`src/rtl/lds_pkg.sv`:
```
`default_nettype none
// ----------------------------------------------------------------------------
// lds_pkg
// Shared types and codes of the layer dependency scheduler.
// ----------------------------------------------------------------------------
package lds_pkg;

  // command codes
  localparam logic [2:0] CMD_ADD     = 3'd0;
  localparam logic [2:0] CMD_PREPARE = 3'd1;
  localparam logic [2:0] CMD_EXEC    = 3'd2;
  localparam logic [2:0] CMD_RERUN   = 3'd3;
  localparam logic [2:0] CMD_MARK    = 3'd4;
  localparam logic [2:0] CMD_QUERY   = 3'd5;

  // dependency types
  localparam logic [1:0] DEP_NONE = 2'd0;
  localparam logic [1:0] DEP_SEQ  = 2'd1;

  // operating modes that free dead outputs
  localparam logic [1:0] MODE_MEM   = 2'd1;
  localparam logic [1:0] MODE_ADAPT = 2'd2;

  // entry flag bit positions
  localparam int FL_EXEC = 0;
  localparam int FL_NEED = 1;
  localparam int FL_HELD = 2;

  typedef struct packed {
    logic [2:0]  cmd;
    logic [15:0] layer_id;
    logic [1:0]  dep_type;
    logic [7:0]  depends_on;
    logic [31:0] output_size;
    logic [7:0]  entry_index;
  } in_item_t;

  typedef struct packed {
    logic        status;
    logic [15:0] issued_layer;
    logic [7:0]  issued_entry;
    logic        is_final;
    logic        entry_executed;
    logic [39:0] usage_now;
    logic [39:0] usage_peak;
  } out_item_t;

  typedef enum logic [2:0] {
    FW_NONE, FW_ADD, FW_NEED, FW_RERUN, FW_ALLOC, FW_MARK, FW_REL
  } flags_op_t;

  typedef enum logic [2:0] {
    H_NONE, H_ZERO, H_ADD, H_SUB_MARK, H_SUB_REL
  } held_op_t;

  typedef enum logic [1:0] {P_NONE, P_ZERO, P_HELD, P_MAX} peak_op_t;

  typedef enum logic [1:0] {L_NONE, L_CLR, L_MARK} live_op_t;

  typedef enum logic [1:0] {RES_FAIL, RES_PLAIN, RES_ISSUE, RES_QUERY} res_kind_t;

  typedef struct packed {
    logic      load_in;
    logic      idx_clr;
    logic      idx_inc;
    logic      idx_ld;
    logic      cnt_inc;
    logic      meta_we;
    logic      prev_clr;
    logic      prev_ld;
    logic      iss_ld;
    logic      res_load;
    flags_op_t flags_op;
    held_op_t  held_op;
    peak_op_t  peak_op;
    live_op_t  live_op;
    res_kind_t res_kind;
  } lds_cmd_t;

  typedef struct packed {
    logic [2:0] cmd;
    logic       full;
    logic       add_bad;
    logic       idx_bad;
    logic       cnt_zero;
    logic       idx_last;
    logic       hit;
    logic       free_mode;
    logic       out_busy;
  } lds_stat_t;

endpackage
`default_nettype wire

```
`src/rtl/lds_ctrl.sv`:
```
`default_nettype none
// ----------------------------------------------------------------------------
// lds_ctrl
// Command sequencer: decodes a beat and steps the datapath through scans.
// ----------------------------------------------------------------------------
module lds_ctrl import lds_pkg::*; (
  input  logic      clk,
  input  logic      rst_n,
  input  logic      in_valid,
  output logic      in_ready,
  input  lds_stat_t stat_i,
  output lds_cmd_t  cmd_o
);

  typedef enum logic [4:0] {
    S_IDLE, S_DEC, S_PREP_W, S_RR_RD, S_RR_WR,
    S_SC_RD, S_SC_T, S_SC_CHK, S_AL_ADD, S_AL_PEAK,
    S_LC, S_LM_RD, S_LM_WR, S_RL_RD, S_RL_WR,
    S_MK_RD, S_MK_WR, S_Q_RD, S_RES
  } state_t;

  state_t    state_r, state_nxt;
  res_kind_t kind_r, kind_nxt;

  always_ff @(posedge clk) begin
    if (!rst_n) begin
      state_r <= S_IDLE;
      kind_r  <= RES_PLAIN;
    end else begin
      state_r <= state_nxt;
      kind_r  <= kind_nxt;
    end
  end

  assign in_ready = (state_r == S_IDLE);

  always_comb begin
    cmd_o          = '0;
    cmd_o.flags_op = FW_NONE;
    cmd_o.held_op  = H_NONE;
    cmd_o.peak_op  = P_NONE;
    cmd_o.live_op  = L_NONE;
    cmd_o.res_kind = kind_r;
    state_nxt      = state_r;
    kind_nxt       = kind_r;
    unique case (state_r)
      S_IDLE: begin
        if (in_valid) begin
          cmd_o.load_in = 1'b1;
          state_nxt     = S_DEC;
        end
      end
      S_DEC: begin
        state_nxt = S_RES;
        kind_nxt  = RES_PLAIN;
        unique case (stat_i.cmd)
          CMD_ADD: begin
            if (stat_i.full || stat_i.add_bad) begin
              kind_nxt = RES_FAIL;
            end else begin
              cmd_o.meta_we  = 1'b1;
              cmd_o.flags_op = FW_ADD;
              cmd_o.cnt_inc  = 1'b1;
            end
          end
          CMD_PREPARE: begin
            cmd_o.held_op = H_ZERO;
            cmd_o.peak_op = P_ZERO;
            cmd_o.idx_clr = 1'b1;
            if (!stat_i.cnt_zero) begin
              state_nxt = S_PREP_W;
            end
          end
          CMD_EXEC: begin
            cmd_o.idx_clr  = 1'b1;
            cmd_o.prev_clr = 1'b1;
            if (stat_i.cnt_zero) begin
              kind_nxt = RES_FAIL;
            end else begin
              state_nxt = S_SC_RD;
            end
          end
          CMD_RERUN: begin
            cmd_o.peak_op = P_HELD;
            cmd_o.idx_clr = 1'b1;
            if (!stat_i.cnt_zero) begin
              state_nxt = S_RR_RD;
            end
          end
          CMD_MARK: begin
            if (stat_i.idx_bad) begin
              kind_nxt = RES_FAIL;
            end else begin
              cmd_o.idx_ld = 1'b1;
              state_nxt    = S_MK_RD;
            end
          end
          CMD_QUERY: begin
            if (stat_i.idx_bad) begin
              kind_nxt = RES_FAIL;
            end else begin
              cmd_o.idx_ld = 1'b1;
              state_nxt    = S_Q_RD;
            end
          end
          default: kind_nxt = RES_FAIL;
        endcase
      end
      S_PREP_W: begin
        cmd_o.flags_op = FW_NEED;
        cmd_o.idx_inc  = 1'b1;
        if (stat_i.idx_last) begin
          state_nxt = S_RES;
        end
      end
      S_RR_RD: state_nxt = S_RR_WR;
      S_RR_WR: begin
        cmd_o.flags_op = FW_RERUN;
        cmd_o.idx_inc  = 1'b1;
        state_nxt      = stat_i.idx_last ? S_RES : S_RR_RD;
      end
      S_SC_RD: state_nxt = S_SC_T;
      S_SC_T:  state_nxt = S_SC_CHK;
      S_SC_CHK: begin
        if (stat_i.hit) begin
          state_nxt = S_AL_ADD;
        end else begin
          cmd_o.prev_ld = 1'b1;
          cmd_o.idx_inc = 1'b1;
          if (stat_i.idx_last) begin
            kind_nxt  = RES_FAIL;
            state_nxt = S_RES;
          end else begin
            state_nxt = S_SC_RD;
          end
        end
      end
      S_AL_ADD: begin
        cmd_o.held_op  = H_ADD;
        cmd_o.flags_op = FW_ALLOC;
        cmd_o.iss_ld   = 1'b1;
        state_nxt      = S_AL_PEAK;
      end
      S_AL_PEAK: begin
        cmd_o.peak_op = P_MAX;
        kind_nxt      = RES_ISSUE;
        if (stat_i.free_mode) begin
          cmd_o.idx_clr = 1'b1;
          state_nxt     = S_LC;
        end else begin
          state_nxt = S_RES;
        end
      end
      S_LC: begin
        cmd_o.live_op = L_CLR;
        if (stat_i.idx_last) begin
          cmd_o.idx_clr = 1'b1;
          state_nxt     = S_LM_RD;
        end else begin
          cmd_o.idx_inc = 1'b1;
        end
      end
      S_LM_RD: state_nxt = S_LM_WR;
      S_LM_WR: begin
        cmd_o.live_op = L_MARK;
        if (stat_i.idx_last) begin
          cmd_o.idx_clr = 1'b1;
          state_nxt     = S_RL_RD;
        end else begin
          cmd_o.idx_inc = 1'b1;
          state_nxt     = S_LM_RD;
        end
      end
      S_RL_RD: state_nxt = S_RL_WR;
      S_RL_WR: begin
        cmd_o.flags_op = FW_REL;
        cmd_o.held_op  = H_SUB_REL;
        cmd_o.idx_inc  = 1'b1;
        state_nxt      = stat_i.idx_last ? S_RES : S_RL_RD;
      end
      S_MK_RD: state_nxt = S_MK_WR;
      S_MK_WR: begin
        cmd_o.flags_op = FW_MARK;
        cmd_o.held_op  = H_SUB_MARK;
        state_nxt      = S_RES;
      end
      S_Q_RD: begin
        kind_nxt  = RES_QUERY;
        state_nxt = S_RES;
      end
      S_RES: begin
        if (!stat_i.out_busy) begin
          cmd_o.res_load = 1'b1;
          state_nxt      = S_IDLE;
        end
      end
      default: state_nxt = S_IDLE;
    endcase
  end

endmodule
`default_nettype wire

```
`config.mk`:
```
export PLATFORM = sky130hd
export DESIGN_NAME = lds_ctrl
export DESIGN_NICKNAME = d
export VERILOG_FILES = /design/src/rtl/lds_pkg.sv /design/src/rtl/lds_ctrl.sv
export SDC_FILE = /design/constraint.sdc
export NUM_CORES = 1
export LEC_CHECK = 0
export ABC_AREA = 1
export BUFFER_PORTS_ARGS = -buffer_cell sky130_fd_sc_hd__clkbuf_2
export CORE_MARGIN = 2
export CORE_UTILIZATION = 43
export DETAILED_ROUTE_END_ITERATION = 10
export PLACE_DENSITY = 0.82
export SYNTH_ARGS = -nofsm -noshare
export SYNTH_HDL_FRONTEND = slang
export SYNTH_SLANG_ARGS = --single-unit
```
`constraint.sdc`:
```
create_clock -name clk -period 1.4 [get_ports clk]
set_clock_uncertainty 0.05 [all_clocks]
set_input_delay 0.21 -clock clk [delete_from_list [all_inputs] [get_ports clk]]
set_output_delay 0.21 -clock clk [all_outputs]
set_load 0.005 [all_outputs]
```
==> results.ini <==
[worst_setup_path]
end_kind=primary output
critPathKind=reg2out
path_max_fanout=5
cp_data_required_time_ps=1140
cp-start-kind=flop
arrival_ps=1580

[power_and_ir_drop]
power_density_nw_per_um2=1620
ir_drop_mv=1.48
pwr-share-seq_pct=12.6
p_leak_nw=1.02
p_int_mw=1.44
p_comb_share_pct=79.9
p_sw_mw=1.54
clock_power_share_pct=7.5
swShare_pct=51.8

[synthesis]
synthArstFlopShare_pct=0
ys_seq_area_share_pct=15.6
synth_edf_count=0
ys.warnings.count=0
avgSynthCellArea_um2=5.37
synthCells=167
syn-num-nets=181
postSynthRegisterBits=7
synth_cell_types=23
synth_flop_cell=dfxtp_1
synth_area_um2=897

[outcome]
status=finished with violations
violations=setup timing

[min_path]
hold_class=in2reg

[sta]
final.min_clock_period_ps=1840
setup_ws_ps=-443
slew_viol_final=0
finalSetupViolCount=28
final-hold-violation-count=0
worst_pin_slew_ps=401
slew_headroom_pct=73.3
fmax_mhz=543
post-route-period-util_pct=132
finalSetupTns_ps=-8220
rsz0062_at_grt=yes

[floorplanning]
ios=37
die_w_um=49.7
die_area_um2=2470
core_um2=1960
start_util_pct=45.7
fp.dieH_um=49.7
rows=16

[grt]
grt_pass1_wl_um=6870
grt_max_degree=9
grt.total_usage_pct=36.4
antenna_found_initial=0
overflow=0
grt_pass1_vias=1508

[final_layout]
fillCellCount=71
nNetsFinal=271
synthToLayoutAreaGrowth_pct=105
final_common_cell=buf_4
drive_gt1_share_pct=55.9
final_cell_mix=buf_4 (37), nand2_1 (29), clkbuf_2 (26)
antenna_cells=0
finalInstanceArea_um2=1840

[clock_network]
clk_latency_ps=280
cts_root_buf=clkbuf_4
h-tree-depth=1
numCtsBuffers=3
clk_pin_slew_worst_paths_ps=80
clock-sinks=7
clk_path_buf_depth=2
cts_tree=built

[routing]
drc_errors=0
viasPerCell=6.28
drt_wl_total_um=6040
vias=1778
first_iter_violations=153
ant_nets=0
avgRoutedWirePerCell_um=21.4
drt_first_pass_iters=5

[place]
place_area_um2=1270
io_buffers=36
hpwl_um=2440
place_congestion=0.935

[run]
cap_violations=0

[final timing paths]
kind / start / end / slack, ps / depth (start not counted)
worst max-delay path: state_r[2]$_SDFFE_PN0P_ / cmd_o[19] / -440 / 8
worst min-delay path: rst_n / kind_r[0]$_SDFFE_PN1P_ / 110 / 2
worst max register to register: state_r[2]$_SDFFE_PN0P_ / state_r[4]$_SDFFE_PN0P_ / -310 / 10
worst min register to register: kind_r[1]$_SDFFE_PN0P_ / kind_r[1]$_SDFFE_PN0P_ / 450 / 2
[cells by family after synthesis]
logic type / count (synthesis) / synth area share (%)
buffers and inverters: 37 / 16.0
AND/OR/NAND/NOR: 100 / 53.3
AO/OA/AOI/OAI: 23 / 15.1
flip-flops: 7 / 15.6
[registers in the layout, summed over array words and instances, names as in the netlist]
register,cells
state_r,5
kind_r,2
[synthesized netlist by cell type (3+ instances only)]
cell	instances	area share, %
nand2_1	34	14
inv_1	32	13
nand3_1	25	14
nor2_1	20	8.4
a21oi_1	9	5.0
dfxtp_1	7	16
o21ai_0	6	3.3
nand2_2	5	3.5
nand4_1	5	3.5
inv_2	3	1.3
nor2_4	3	3.8
nor3_1	3	1.7
[metrics by stage]
stage | std cells | util, % | worst slack, ps | total power [mW] | hold WS, ps
2_1_floorplan | 167 | - | 28.7 | 1.09 | 245
4_1_cts | 272 | 82.0 | -244 | 2.26 | 95.9
5_1_grt | 283 | 93.6 | -455 | 3.06 | 120
6_report | 283 | 93.6 | -443 | 2.97 | 111
3_3_place_gp | 251 | 64.9 | -152 | 1.67 | 355
3_5_place_dp | 251 | 64.9 | -172 | 1.68 | 358
[worst max-delay path: stages, from the launching register on]
cell and delay (ps):
dfxtp_4 420, nand3_2 120, buf_6 150, nor2_4 130, inv_2 70, nand2_2 110, nor2_4 50, nand3_1 120
clkbuf_2 140
[final cells by class]
type                            instances  area [µm²]  share of cell area, %
Tap cell                               27        33.8                   1.84
Sequential cell                         7         156                   8.52
Timing Repair Buffer                   87         661                   36.0
Multi-Input combinational cell        123         812                   44.2
Clock buffer                            4        26.3                   1.43
Inverter                               35         146                   7.98
[metal layers]
metal  wire, µm  vias up  track usage (%)
li1           -      725                -
met4        510        0             22.2
met1       2050      771             40.3
met5          0        -                0
met2       2710      215             61.8
met3        778       67             9.39
[repair_timing]
action | 4_1_cts | 5_1_grt
gates resized for setup | 57 | 37
pin swaps | 13 | 12
buffers inserted | 18 | 11
endpoints found under the setup margin | 28 | 28
hold buffers | 0 | 0
[power by group through the flow]
| stage | sequential [mW] | combinational, mW | clock (mW) |
|---|---|---|---|
| after floorplan | 0.318 | 0.772 | 0 |
| after global placement | 0.317 | 1.35 | 0 |
| after detailed placement | 0.321 | 1.36 | 0 |
| after CTS | 0.361 | 1.71 | 0.190 |
| after global routing | 0.379 | 2.46 | 0.219 |
| final | 0.375 | 2.38 | 0.223 |
Power figures use the tool's default switching activity.
